**src/pbd_pkg.sv**
```systemverilog
// Shared types, constants and decode helpers for the bank port decoder.
// No dependencies; used by every module of the block.
package pbd_pkg;

    localparam logic OP_PORT_WRITE = 1'b0;
    localparam logic OP_CPU_WRITE  = 1'b1;

    localparam logic [2:0] MM_NONE    = 3'd0;
    localparam logic [2:0] MM_128K    = 3'd1;
    localparam logic [2:0] MM_256K    = 3'd2;
    localparam logic [2:0] MM_320K    = 3'd3;
    localparam logic [2:0] MM_320K_A  = 3'd4;
    localparam logic [2:0] MM_576K    = 3'd5;
    localparam logic [2:0] MM_576K_A  = 3'd6;
    localparam logic [2:0] MM_1088K   = 3'd7;

    localparam logic [2:0] HW_800     = 3'd0;
    localparam logic [2:0] HW_800XL   = 3'd1;
    localparam logic [2:0] HW_1200XL  = 3'd2;
    localparam logic [2:0] HW_XEGS    = 3'd3;
    localparam logic [2:0] HW_130XE   = 3'd4;

    localparam logic [2:0] REG_MEMORY_MODE  = 3'd0;
    localparam logic [2:0] REG_HW_MODE      = 3'd1;
    localparam logic [2:0] REG_FORCE_BASIC  = 3'd2;
    localparam logic [2:0] REG_SELF_TEST    = 3'd3;
    localparam logic [2:0] REG_HIDDEN_RAM   = 3'd4;
    localparam logic [2:0] REG_ADDON_BITS   = 3'd5;
    localparam logic [2:0] REG_ADDON_ALIAS  = 3'd6;

    localparam int CFG_INDEX_W = 3;
    localparam int CFG_DATA_W  = 4;

    localparam logic [7:0]  PORT_RESET     = 8'hFF;
    localparam logic [15:0] HIGH_CTL_BASE  = 16'hCFF0;
    localparam logic [15:0] HIGH_CTL_LAST  = 16'hCFFF;
    localparam logic [15:0] LOW_CTL_BASE   = 16'h0FF0;
    localparam logic [15:0] LOW_CTL_LAST   = 16'h0FFF;

    typedef struct packed {
        logic [2:0] memory_mode;
        logic [2:0] hardware_mode;
        logic       force_basic;
        logic       self_test_present;
        logic       hidden_ram_present;
        logic [3:0] addon_bank_bits;
        logic       addon_aliasing;
    } cfg_t;

    typedef struct packed {
        logic       kernel_enabled;
        logic       basic_enabled;
        logic       self_test_enabled;
        logic       game_enabled;
        logic       hidden_ram_enabled;
        logic       cpu_window_extended;
        logic       video_window_extended;
        logic       port_bank_active;
        logic [6:0] ext_bank;
        logic [7:0] addon_bank;
    } result_t;

    function automatic logic [7:0] addon_mask(input logic [3:0] bits);
        logic [7:0] m;
        if (bits >= 4'd8)
            m = 8'hFF;
        else
            m = (8'd1 << bits[2:0]) - 8'd1;
        return m;
    endfunction

    // kernel ROM forced on for models without a switchable kernel
    function automatic logic kernel_on(input logic [2:0] hw, input logic [7:0] p);
        logic kmask;
        kmask = !(hw == HW_800XL || hw == HW_1200XL || hw == HW_XEGS || hw == HW_130XE);
        return p[0] | kmask;
    endfunction

endpackage

```
**src/portb_bank_decoder.sv**
```systemverilog
// Bank port decoder: maps port byte and add-on card bank to ROM/window controls.
// Top level; instantiates pbd_state, pbd_decode and pbd_out, uses pbd_pkg.
//
// Input channel (in_valid/in_stall): op 0 writes the bank port byte, op 1 is a
// CPU write that may hit an add-on card control mirror. One beat in gives one
// result beat out on out_valid/out_stall with every decoded control field.
// Throughput is one beat per cycle while the skid entry is free; the decode is a
// single combinational pass between the state registers and the result register.
// A one-entry skid stage lets one more beat in while a result is stalled; the
// input stalls only when that skid entry is full.
// Configuration: cfg_we/cfg_index/cfg_data write one register per cycle; the user
// must write only while no beat is in flight; the block does not enforce this.
// Reset: port byte reads 0xFF, add-on bank 0, self-test present, other
// settings 0; no result is pending.
module portb_bank_decoder (
    input  logic                            clk,
    input  logic                            rst_n,
    input  logic                            cfg_we,
    input  logic [pbd_pkg::CFG_INDEX_W-1:0] cfg_index,
    input  logic [pbd_pkg::CFG_DATA_W-1:0]  cfg_data,
    input  logic                            in_valid,
    output logic                            in_stall,
    input  logic                            op,
    input  logic [15:0]                     address,
    input  logic [7:0]                      value,
    output logic                            out_valid,
    input  logic                            out_stall,
    output logic                            kernel_enabled,
    output logic                            basic_enabled,
    output logic                            self_test_enabled,
    output logic                            game_enabled,
    output logic                            hidden_ram_enabled,
    output logic                            cpu_window_extended,
    output logic                            video_window_extended,
    output logic                            port_bank_active,
    output logic [6:0]                      ext_bank,
    output logic [7:0]                      addon_bank
);

    pbd_pkg::cfg_t    cfg;
    pbd_pkg::result_t dec_res;
    pbd_pkg::result_t out_res;
    logic [7:0]       port_byte_next;
    logic [7:0]       addon_bank_next;
    logic             accept;

    assign accept = in_valid && !in_stall;

    pbd_state u_state (
        .clk             (clk),
        .rst_n           (rst_n),
        .cfg_we          (cfg_we),
        .cfg_index       (cfg_index),
        .cfg_data        (cfg_data),
        .accept          (accept),
        .op              (op),
        .address         (address),
        .value           (value),
        .cfg             (cfg),
        .port_byte_next  (port_byte_next),
        .addon_bank_next (addon_bank_next)
    );

    pbd_decode u_decode (
        .cfg        (cfg),
        .port_byte  (port_byte_next),
        .addon_bank (addon_bank_next),
        .res        (dec_res)
    );

    pbd_out u_out (
        .clk       (clk),
        .rst_n     (rst_n),
        .load      (accept),
        .load_res  (dec_res),
        .in_stall  (in_stall),
        .out_valid (out_valid),
        .out_stall (out_stall),
        .out_res   (out_res)
    );

    assign kernel_enabled        = out_res.kernel_enabled;
    assign basic_enabled         = out_res.basic_enabled;
    assign self_test_enabled     = out_res.self_test_enabled;
    assign game_enabled          = out_res.game_enabled;
    assign hidden_ram_enabled    = out_res.hidden_ram_enabled;
    assign cpu_window_extended   = out_res.cpu_window_extended;
    assign video_window_extended = out_res.video_window_extended;
    assign port_bank_active      = out_res.port_bank_active;
    assign ext_bank              = out_res.ext_bank;
    assign addon_bank            = out_res.addon_bank;

endmodule

```
**src/pbd_state.sv**
```systemverilog
// Configuration registers, bank port byte and add-on bank register.
// Depends on pbd_pkg; drives next state to pbd_decode.
module pbd_state (
    input  logic                          clk,
    input  logic                          rst_n,
    input  logic                          cfg_we,
    input  logic [pbd_pkg::CFG_INDEX_W-1:0] cfg_index,
    input  logic [pbd_pkg::CFG_DATA_W-1:0]  cfg_data,
    input  logic                          accept,
    input  logic                          op,
    input  logic [15:0]                   address,
    input  logic [7:0]                    value,
    output pbd_pkg::cfg_t                 cfg,
    output logic [7:0]                    port_byte_next,
    output logic [7:0]                    addon_bank_next
);

    pbd_pkg::cfg_t cfg_reg;
    pbd_pkg::cfg_t cfg_next;
    logic [7:0]    port_byte_reg;
    logic [7:0]    addon_bank_reg;
    logic [7:0]    mask;
    logic          high_hit;
    logic          low_hit;
    logic          ctl_hit;

    assign mask = pbd_pkg::addon_mask(cfg_reg.addon_bank_bits);

    always_comb
    begin
        high_hit = pbd_pkg::kernel_on(cfg_reg.hardware_mode, port_byte_reg) &&
                   address >= pbd_pkg::HIGH_CTL_BASE && address <= pbd_pkg::HIGH_CTL_LAST;
        low_hit  = cfg_reg.addon_aliasing && cfg_reg.hardware_mode == pbd_pkg::HW_800 &&
                   address >= pbd_pkg::LOW_CTL_BASE && address <= pbd_pkg::LOW_CTL_LAST;
        ctl_hit  = op == pbd_pkg::OP_CPU_WRITE && cfg_reg.addon_bank_bits != 4'd0 &&
                   (high_hit || low_hit);

        port_byte_next  = port_byte_reg;
        addon_bank_next = addon_bank_reg;
        if (accept && op == pbd_pkg::OP_PORT_WRITE)
            port_byte_next = value;
        if (accept && ctl_hit)
            addon_bank_next = value & mask;
    end

    always_comb
    begin
        cfg_next = cfg_reg;
        if (cfg_we)
        begin
            case (cfg_index)
                pbd_pkg::REG_MEMORY_MODE: cfg_next.memory_mode        = cfg_data[2:0];
                pbd_pkg::REG_HW_MODE:     cfg_next.hardware_mode      = cfg_data[2:0];
                pbd_pkg::REG_FORCE_BASIC: cfg_next.force_basic        = cfg_data[0];
                pbd_pkg::REG_SELF_TEST:   cfg_next.self_test_present  = cfg_data[0];
                pbd_pkg::REG_HIDDEN_RAM:  cfg_next.hidden_ram_present = cfg_data[0];
                pbd_pkg::REG_ADDON_BITS:  cfg_next.addon_bank_bits    = cfg_data;
                pbd_pkg::REG_ADDON_ALIAS: cfg_next.addon_aliasing     = cfg_data[0];
                default:                  cfg_next = cfg_reg;
            endcase
        end
    end

    always_ff @(posedge clk or negedge rst_n)
    begin
        if (!rst_n)
        begin
            cfg_reg        <= '{memory_mode: pbd_pkg::MM_NONE, hardware_mode: pbd_pkg::HW_800,
                                force_basic: 1'b0, self_test_present: 1'b1,
                                hidden_ram_present: 1'b0, addon_bank_bits: 4'd0,
                                addon_aliasing: 1'b0};
            port_byte_reg  <= pbd_pkg::PORT_RESET;
            addon_bank_reg <= 8'd0;
        end
        else
        begin
            cfg_reg       <= cfg_next;
            port_byte_reg <= port_byte_next;
            // user writes config only while idle, unchecked; mask bank to new width
            if (cfg_we && cfg_index == pbd_pkg::REG_ADDON_BITS)
                addon_bank_reg <= addon_bank_reg & pbd_pkg::addon_mask(cfg_data);
            else
                addon_bank_reg <= addon_bank_next;
        end
    end

    assign cfg = cfg_reg;

`ifndef NO_ASSERTIONS
    a_bank_masked: assert property (@(posedge clk) disable iff (!rst_n)
        (addon_bank_reg & ~mask) == 8'd0)
        else $error("add-on bank holds bits beyond configured width");
    a_port_hold: assert property (@(posedge clk) disable iff (!rst_n)
        !accept |=> $stable(port_byte_reg))
        else $error("port byte changed without a beat");
`endif

endmodule

```
**src/pbd_decode.sv**
```systemverilog
// Combinational decode of port byte and add-on bank into the mapping result.
// Depends on pbd_pkg.
module pbd_decode (
    input  pbd_pkg::cfg_t    cfg,
    input  logic [7:0]       port_byte,
    input  logic [7:0]       addon_bank,
    output pbd_pkg::result_t res
);

    logic [2:0] mm;
    logic [2:0] hw;
    logic [5:0] extmask;
    logic       cpubit;
    logic       vidbit_hi;
    logic       vidbit_lo;
    logic [6:0] offset;
    logic       block_basic;
    logic       bmask;
    logic       xcpu;
    logic       xvid;
    logic       ext;
    logic [5:0] b;
    logic       basic;
    logic       st_blocked;

    assign mm = cfg.memory_mode;
    assign hw = cfg.hardware_mode;

    always_comb
    begin
        case (mm)
            pbd_pkg::MM_128K:                                        extmask = 6'h03;
            pbd_pkg::MM_256K, pbd_pkg::MM_320K, pbd_pkg::MM_320K_A:  extmask = 6'h0F;
            pbd_pkg::MM_576K, pbd_pkg::MM_576K_A:                    extmask = 6'h1F;
            pbd_pkg::MM_1088K:                                       extmask = 6'h3F;
            default:                                                 extmask = 6'h00;
        endcase
        case (mm)
            pbd_pkg::MM_256K:                                        offset = 7'h00;
            pbd_pkg::MM_128K, pbd_pkg::MM_320K, pbd_pkg::MM_320K_A:  offset = 7'h14;
            default:                                                 offset = 7'h04;
        endcase

        cpubit      = extmask != 6'h00;
        vidbit_hi   = mm == pbd_pkg::MM_128K || mm == pbd_pkg::MM_320K_A ||
                      mm == pbd_pkg::MM_576K_A;
        vidbit_lo   = mm == pbd_pkg::MM_256K || mm == pbd_pkg::MM_320K ||
                      mm == pbd_pkg::MM_576K || mm == pbd_pkg::MM_1088K;
        block_basic = mm == pbd_pkg::MM_576K || mm == pbd_pkg::MM_576K_A ||
                      mm == pbd_pkg::MM_1088K;

        bmask = !cfg.force_basic;
        if (hw == pbd_pkg::HW_800XL || hw == pbd_pkg::HW_XEGS || hw == pbd_pkg::HW_130XE)
            bmask = 1'b0;

        xcpu = cpubit && !port_byte[4];
        xvid = (vidbit_hi && !port_byte[5]) || (vidbit_lo && !port_byte[4]);
        ext  = xcpu || xvid;

        // bank bits never overlap, so the sums reduce to field packing
        if (mm == pbd_pkg::MM_256K)
            b = {2'b00, port_byte[6:5], port_byte[3:2]};
        else if (mm == pbd_pkg::MM_320K_A || mm == pbd_pkg::MM_576K_A)
            b = {1'b0, !port_byte[1], ~port_byte[7:6], ~port_byte[3:2]};
        else
            b = {!port_byte[7], !port_byte[1], ~port_byte[6:5], ~port_byte[3:2]};

        st_blocked = (mm == pbd_pkg::MM_320K_A || mm == pbd_pkg::MM_576K_A ||
                      mm == pbd_pkg::MM_1088K) && ext;
        basic      = !(port_byte[1] | bmask) && (!block_basic || !ext);

        res.kernel_enabled        = pbd_pkg::kernel_on(hw, port_byte);
        res.basic_enabled         = basic;
        res.self_test_enabled     = cfg.self_test_present && port_byte[0] && !port_byte[7] &&
                                    !st_blocked;
        res.game_enabled          = hw == pbd_pkg::HW_XEGS && !basic && !port_byte[6];
        res.hidden_ram_enabled    = cfg.hidden_ram_present && !port_byte[7] &&
                                    port_byte[5] && port_byte[4] && !port_byte[0];
        res.cpu_window_extended   = xcpu || addon_bank != 8'd0;
        res.video_window_extended = xvid || addon_bank != 8'd0;
        res.port_bank_active      = ext;
        res.ext_bank              = ext ? ({1'b0, b & extmask} + offset) : 7'd0;
        res.addon_bank            = addon_bank;
    end

endmodule

```
**src/pbd_out.sv**
```systemverilog
// Result register with a one-entry skid stage for the output channel.
// Depends on pbd_pkg.
module pbd_out (
    input  logic             clk,
    input  logic             rst_n,
    input  logic             load,
    input  pbd_pkg::result_t load_res,
    output logic             in_stall,
    output logic             out_valid,
    input  logic             out_stall,
    output pbd_pkg::result_t out_res
);

    logic             out_valid_reg;
    logic             out_valid_next;
    logic             skid_valid_reg;
    logic             skid_valid_next;
    pbd_pkg::result_t out_res_reg;
    pbd_pkg::result_t skid_res_reg;
    logic             out_free;

    assign out_free = !out_valid_reg || !out_stall;
    assign in_stall = skid_valid_reg;

    always_comb
    begin
        out_valid_next  = out_valid_reg;
        skid_valid_next = skid_valid_reg;
        if (out_free)
        begin
            out_valid_next  = skid_valid_reg || load;
            skid_valid_next = 1'b0;
        end
        else if (load)
            skid_valid_next = 1'b1;
    end

    always_ff @(posedge clk or negedge rst_n)
    begin
        if (!rst_n)
        begin
            out_valid_reg  <= 1'b0;
            skid_valid_reg <= 1'b0;
        end
        else
        begin
            out_valid_reg  <= out_valid_next;
            skid_valid_reg <= skid_valid_next;
        end
    end

    always_ff @(posedge clk)
    begin
        if (out_free)
            out_res_reg <= skid_valid_reg ? skid_res_reg : load_res;
        else if (load)
            skid_res_reg <= load_res;
    end

    assign out_valid = out_valid_reg;
    assign out_res   = out_res_reg;

`ifndef NO_ASSERTIONS
    a_skid_implies_out: assert property (@(posedge clk) disable iff (!rst_n)
        skid_valid_reg |-> out_valid_reg)
        else $error("skid entry held with empty result register");
    a_no_load_when_full: assert property (@(posedge clk) disable iff (!rst_n)
        skid_valid_reg |-> !load)
        else $error("beat taken while skid stage full");
    a_bank_zero_inactive: assert property (@(posedge clk) disable iff (!rst_n)
        out_valid_reg && !out_res_reg.port_bank_active |-> out_res_reg.ext_bank == 7'd0)
        else $error("bank number set without port banking");
`endif

endmodule
```
**config.mk**
```make
export PLATFORM = sky130hd
export DESIGN_NAME = portb_bank_decoder
export DESIGN_NICKNAME = d
export VERILOG_FILES = /design/src/pbd_pkg.sv /design/src/portb_bank_decoder.sv /design/src/pbd_state.sv /design/src/pbd_decode.sv /design/src/pbd_out.sv
export SDC_FILE = /design/constraint.sdc
export NUM_CORES = 1
export LEC_CHECK = 0
export ABC_AREA = 1
export BUFFER_PORTS_ARGS = -buffer_cell sky130_fd_sc_hd__buf_4
export CAP_MARGIN = 15
export CORE_AREA = 2 2 107 67
export CTS_CLUSTER_DIAMETER = 40
export DETAILED_ROUTE_END_ITERATION = 6
export DIE_AREA = 0 0 109 69
export PLACE_DENSITY = 0.84
export SYNTH_ARGS = -nofsm -noshare
export SYNTH_HDL_FRONTEND = slang
export SYNTH_SLANG_ARGS = --single-unit
```
**constraint.sdc**
```tcl
create_clock -name clk -period 5.35 [get_ports clk]
set_clock_uncertainty 0.05 [all_clocks]
set_input_delay 0.8025 -clock clk [delete_from_list [all_inputs] [get_ports clk]]
set_output_delay 0.8025 -clock clk [all_outputs]
set_load 0.03 [all_outputs]
```
==> qor.csv, run 1 <==
metric,value,unit
core,6530,sq um
num-fill-cells,508,
grt_usage,26.8,%
tightest_slew,0.675,ns
htree_levels,3,
fin_crit,3.14,ns
drt_iter0_markers,227,
clkPwrFrac,25.3,%
area_delta_synth_final,19.1,%
clock_sinks,78,
cp.arrival,3.19,ns
final_core_util,71.0,%
hold_class,in2async,
grt_overflow,0,
internal_power,1.13,mW
synthMuxAreaShare,0,%
start_kind,flop,
vias_per_cell,5.38,
place_congestion,0.950,
hold_viol,0,
antenna_found_initial,0,
die_w,109,um
start_util,59.6,%
powerDensity,373,nW/um^2
synthesis.area_per_instance,8.65,sq um
synth_seq_cells,78,
setup_violations,0,
clk_pin_slew,0.08,ns
path_class,reg2reg,
yosys-top-cells-area,"edfxtp_1 (35%), dfrtp_1 (15%), nand2_1 (13%)",
end_kind,flop,
switching_share,34.6,%
yosysUniqueCellTypes,34,
fin_ws,2.21,ns
worstSkewPairLatency,0.35,ns
maxSlewHeadroom,55.0,%
setup_tns,0,ns
antennaDiodeCount,0,
async_flop_share,41.0,%
ys_seq_area_share,56.3,%
layout.area.seq,2190,sq um
ios,62,
rows,23,
cap_violations,0,
grt_start_max_net_pins,33,
final_cell_mix,"nand2_1 (136), inv_1 (64), buf_4 (60), edfxtp_1 (46), o21ai_0 (43)",
yosysTopAreaCell,edfxtp_1,
synth_xor_xnor_area_share,0.225,%
hold_buffers,0,
synth_compound_area_share,9.13,%
post_cts_buffers,0,
dp_worst_setup_slack,2.25,ns
fmax,319,MHz
dp_hpwl,6800,um
synthAdderAreaFrac,1.61,%
synth_top_area_share,35.5,%
maxSlewViolCount,0,
rsz0062_at_grt,no,
syn_inst,450,
peakVddDrop,0.000203,V
power.net_switching,598,uW
dieArea,7520,sq um
cts_made_buffers,9,
p_seq_share,46.5,%
grt_first_pass_wirelength,15500,um
multi_input_area,1420,sq um
min_period_over_period,58.7,%
cts_tree,done,
fin_total_pwr,1.73,mW
post_drt_wl_per_cell,15.3,um
crit_path_max_fanout,21,
drt-total-wl,9310,um
vias,3268,
first_pass_iters,5,
synth_warnings,0,
p_comb_share,28.2,%
grt_pass1_vias,3216,
required,5.40,ns
drc,0,
outcome,completed,
cts_buffer_depth,2,
drtAntennaViolNets,0,
cts_resized,0,
die_y,69,um
place.port_buffers,57,
synth-edff-count,46,
drive_gt1_share,21.7,%
synth_area,3890,sq um
synth_flop_cell,edfxtp_1,
root_buffer,clkbuf_8,
num-nets-final,558,
synth_top_family_by_area,simple AND/OR/NAND/NOR gates,
synth_nets,492,
synthSimpleGateAreaFrac,25.5,%
leakage,2.20,nW
layout_commonest_cell,nand2_1,
## layer usage
metal | vias to the layer above | wire length (um) | GRT usage (%) | part of all wire, %
li1 | 1596 | - | - | -
met1 | 1541 | 4200 | 36.8 | 45
met2 | 120 | 4370 | 42.4 | 47
met3 | 11 | 654 | 7.76 | 7.0
met4 | 0 | 79 | 6.13 | 0.85
met5 | - | 0 | 0 | 0
## critical path, cell delays in order (launching register included)
cell and delay, ns:
dfrtp_1 0.71, buf_4 0.36, nor2_2 0.09, nand2_2 0.15
nand2_1 0.07, o21ai_1 0.23, o21ai_0 0.15, o221ai_1 0.16
inv_1 0.07, ha_1 0.20, ha_1 0.20, or2_2 0.27
nand3_1 0.10, o21ai_0 0.07
## area by class of cell
type                            count  share of cell area, %
Sequential cell                    78                   47.3
Multi-Input combinational cell    298                   30.7
Timing Repair Buffer               61                   9.96
Inverter                           68                   5.59
Clock buffer                       10                   2.75
Tap cell                           87                   2.35
Clock inverter                      6                   1.38
## power groups by stage
stage	clock network, mW	logic [mW]	registers [mW]
floorplan	0	0.257	0.869
global placement	0	0.460	0.809
detailed placement	0	0.480	0.813
CTS	0.440	0.484	0.803
global route	0.466	0.545	0.812
finish	0.438	0.487	0.803
## synthesized netlist by cell type, types with 2 or more instances
| cell type | n |
|---|---|
| inv_2 | 2 |
| o21ai_0 | 43 |
| nor2_2 | 6 |
| a21oi_1 | 6 |
| ha_1 | 5 |
| nand3_1 | 32 |
| a31oi_1 | 4 |
| nand4_1 | 5 |
| o311ai_0 | 2 |
| dfstp_2 | 9 |
| edfxtp_1 | 46 |
| nand2_2 | 7 |
| inv_1 | 64 |
| o22ai_1 | 2 |
| clkbuf_1 | 6 |
| nor2_1 | 32 |
| a21oi_2 | 2 |
| nand2_4 | 2 |
| nor2_4 | 2 |
| or2_2 | 2 |
| dfrtp_1 | 23 |
| nand2_1 | 136 |
## through the flow
step | std cells | instance area, sq um | hold WS [ns]
finish | 608 | 4640 | 0.325
global route | 608 | 4640 | 0.336
CTS | 607 | 4620 | 0.340
detailed placement | 591 | 4430 | 0.426
global placement | 591 | 4430 | 0.418
floorplan | 450 | 3890 | 0.405
## cell families (layout without fill, tap and decap cells)
| family | after synthesis | in the layout |
|---|---|---|
| flip-flops | 78 | 78 |
| XOR/XNOR | 1 | 1 |
| buffers and inverters | 74 | 145 |
| AND/OR/NAND/NOR | 228 | 228 |
| AO/OA/AOI/OAI | 64 | 64 |
| adder cells (fa/ha/maj) | 5 | 5 |
## path summary, 6_finish.rpt
| kind | endpoint | cells past startpoint | slack (ns) | from |
|---|---|---|---|---|
| max in group asynchronous | u_state.port_byte_reg[0] | 1 | 4.59 | rst_n |
| hold reg to reg | u_state.port_byte_reg[7] | 2 | 0.44 | u_state.port_byte_reg[7] |
| setup / recovery | u_out.out_res[12] | 13 | 2.21 | u_out.in_stall |
| hold / removal | u_state.cfg[1] | 1 | 0.32 | rst_n |
| min in group clk | u_state.port_byte_reg[7] | 2 | 0.44 | u_state.port_byte_reg[7] |
| setup reg to reg | u_out.out_res[12] | 13 | 2.21 | u_out.in_stall |
No activity file was read; power rests on OpenSTA's default activity.
==> run 2: changes to the inputs <==
CORE_AREA = 2 2 111 70   (was 2 2 107 67)
DIE_AREA = 0 0 113 72   (was 0 0 109 69)
PLACE_DENSITY = 0.78   (was 0.84)
clock period = 3.04 ns   (was 5.35 ns; I/O delays follow)
==> qor.csv, run 2 (synthesis results as in run 1) <==
metric,value,unit,change
rsz0062_at_grt,no,,
drtAntennaViolNets,0,,unchanged
outcome,"complete, but fails checks",,
drive_gt1_share,21.1,%,-0.62 points
die_y,72,um,+4.3%
worstSkewPairLatency,0.34,ns,about the same
start_kind,flop,,
clock_sinks,78,,unchanged
powerDensity,678,nW/um^2,+82%
grt_usage,24.4,%,-2.5 points
violations,"design-rule violations, negative hold slack",,
start_util,54.9,%,-4.7 points
fmax,386,MHz,+21%
layout_commonest_cell,nand2_1,,
place_congestion,0.940,,-1.1%
crit_chain,"inv_4, nand2_2, nor2_4, nand2_1, and2_4, inv_1, nor2_1, o221ai_1, inv_1, ha_1, ha_1, or2_2, nand3_1, o21ai_0",,
drt_iter0_markers,360,,+59%
slowest_stage,dfrtp_1,,
min_period_over_period,85.2,%,+27 points
clkPwrFrac,29.3,%,+4.0 points
core,7090,sq um,+8.5%
hold_viol,4,,+4
cts_buffer_depth,2,,unchanged
place.port_buffers,57,,unchanged
hold_buffers,0,,unchanged
grt_first_pass_wirelength,15200,um,-2.0%
dp_hpwl,6550,um,-3.7%
fin_crit,2.59,ns,-0.548 ns
num-fill-cells,557,,+9.6%
dieArea,8140,sq um,+8.2%
cts_made_buffers,9,,unchanged
root_buffer,clkbuf_16,,
clk_pin_slew,0.06,ns,-0.02 ns
maxSlewViolCount,0,,unchanged
drt-total-wl,9040,um,-2.9%
rows,24,,+4.3%
ios,62,,unchanged
htree_levels,3,,unchanged
end_kind,flop,,
internal_power,2.16,mW,+91%
leakage,2.24,nW,+1.7%
cts_tree,done,,
p_comb_share,26.4,%,-1.8 points
setup_violations,0,,unchanged
maxSlewHeadroom,72.2,%,+17 points
first_pass_iters,7,,+2
grt_pass1_vias,3120,,-3.0%
cts_resized,0,,unchanged
hold_class,in2async,,
area_delta_synth_final,20.9,%,
final_cell_mix,"nand2_1 (136), inv_1 (64), buf_4 (62), edfxtp_1 (46), o21ai_0 (43)",,
cap_violations,0,,unchanged
grt_start_max_net_pins,39,,+18%
setup_tns,0,ns,unchanged
post_drt_wl_per_cell,14.7,um,-3.7%
switching_share,32.2,%,-2.4 points
cpPeakStageDelay,0.44,ns,-0.27 ns
tightest_slew,0.412,ns,-0.263 ns
die_w,113,um,+3.7%
final_cell_area,4710,sq um,+1.5%
grt_overflow,0,,unchanged
post_cts_buffers,0,,unchanged
crit_path_max_fanout,10,,-52%
power.net_switching,1.03,mW,+72%
peakVddDrop,0.000371,V,+83%
antenna_found_initial,0,,unchanged
vias_per_cell,5.28,,-1.8%
vias,3234,,-1.0%
required,3.06,ns,-2.34 ns
drc,5,,+5
hold_ws,-0.00818,ns,-0.333 ns
dpl_cell_area,4450,sq um,+0.45%
p_seq_share,44.3,%,-2.2 points
path_class,reg2reg,,
num-nets-final,559,,+0.18%
antennaDiodeCount,0,,unchanged
cp.arrival,2.61,ns,-0.58 ns
[run 2: cell types whose count changed in the layout (fill, tap and decap cells not counted), sizes merged]
cell      delta
buf          +1
bufinv       -1
clkbuf       +3
clkinvlp     -2
[run 2: metal layers]
metal  track usage (%)  vias up  routed length (um)
met5                 0        -                   0
met4              5.01        0                  57
met3              9.02        7                 690
met2              38.0      113                4190
met1              33.3     1513                4100
li1                  -     1601                   -
[run 2: layout make-up]
cell class / instances / area, sq um / area share, %
clock buffer: 13 / 240 / 5.10
clock inverter: 3 / 13.8 / 0.292
inverter: 68 / 259 / 5.50
multi-input combinational: 298 / 1420 / 30.2
sequential: 78 / 2190 / 46.6
tap: 91 / 114 / 2.42
timing repair buffer: 62 / 465 / 9.89
[run 2: final timing paths]
kind,depth (start not counted),from,end,slack (ns)
min in group clk,3,cfg_data[1],u_state.cfg[2],0.31
setup reg to reg,14,u_out.in_stall,u_out.out_res[12],0.45
max in group asynchronous,1,rst_n,u_state.cfg[6],2.60
hold / removal,1,rst_n,u_state.addon_bank_reg[2],-0.008
hold reg to reg,1,u_state.addon_bank_reg[1],u_state.addon_bank_reg[1],0.45
setup / recovery,14,u_out.in_stall,u_out.out_res[12],0.45
[run 2: metrics by stage]
step	total power, mW	utilization [%]	worst slack (ns)	hold WS [ns]	instances
floorplan	1.98	-	0.387	0.110	450
global placement	2.23	62.8	0.484	0.368	597
detailed placement	2.26	62.8	0.425	0.364	597
CTS	3.20	66.4	0.445	0.0174	613
global route	3.38	66.4	0.244	0.0168	613
finish	3.19	66.4	0.449	-0.00818	613
[run 2: power groups by stage]
stage | Combinational (mW) | Clock (mW) | Sequential, mW
floorplan | 0.453 | 0 | 1.53
global placement | 0.808 | 0 | 1.42
detailed placement | 0.834 | 0 | 1.43
CTS | 0.839 | 0.949 | 1.41
global route | 0.946 | 1.00 | 1.43
finish | 0.841 | 0.936 | 1.41
[run 2: critical path, delay by kind of cell (launching register included)]
| kind | cells | cell delay (ns) |
|---|---|---|
| simple gates | 7 | 0.90 |
| flops | 1 | 0.44 |
| fa+ha+maj | 2 | 0.38 |
| buf+inv | 3 | 0.32 |
| compound gates | 2 | 0.24 |
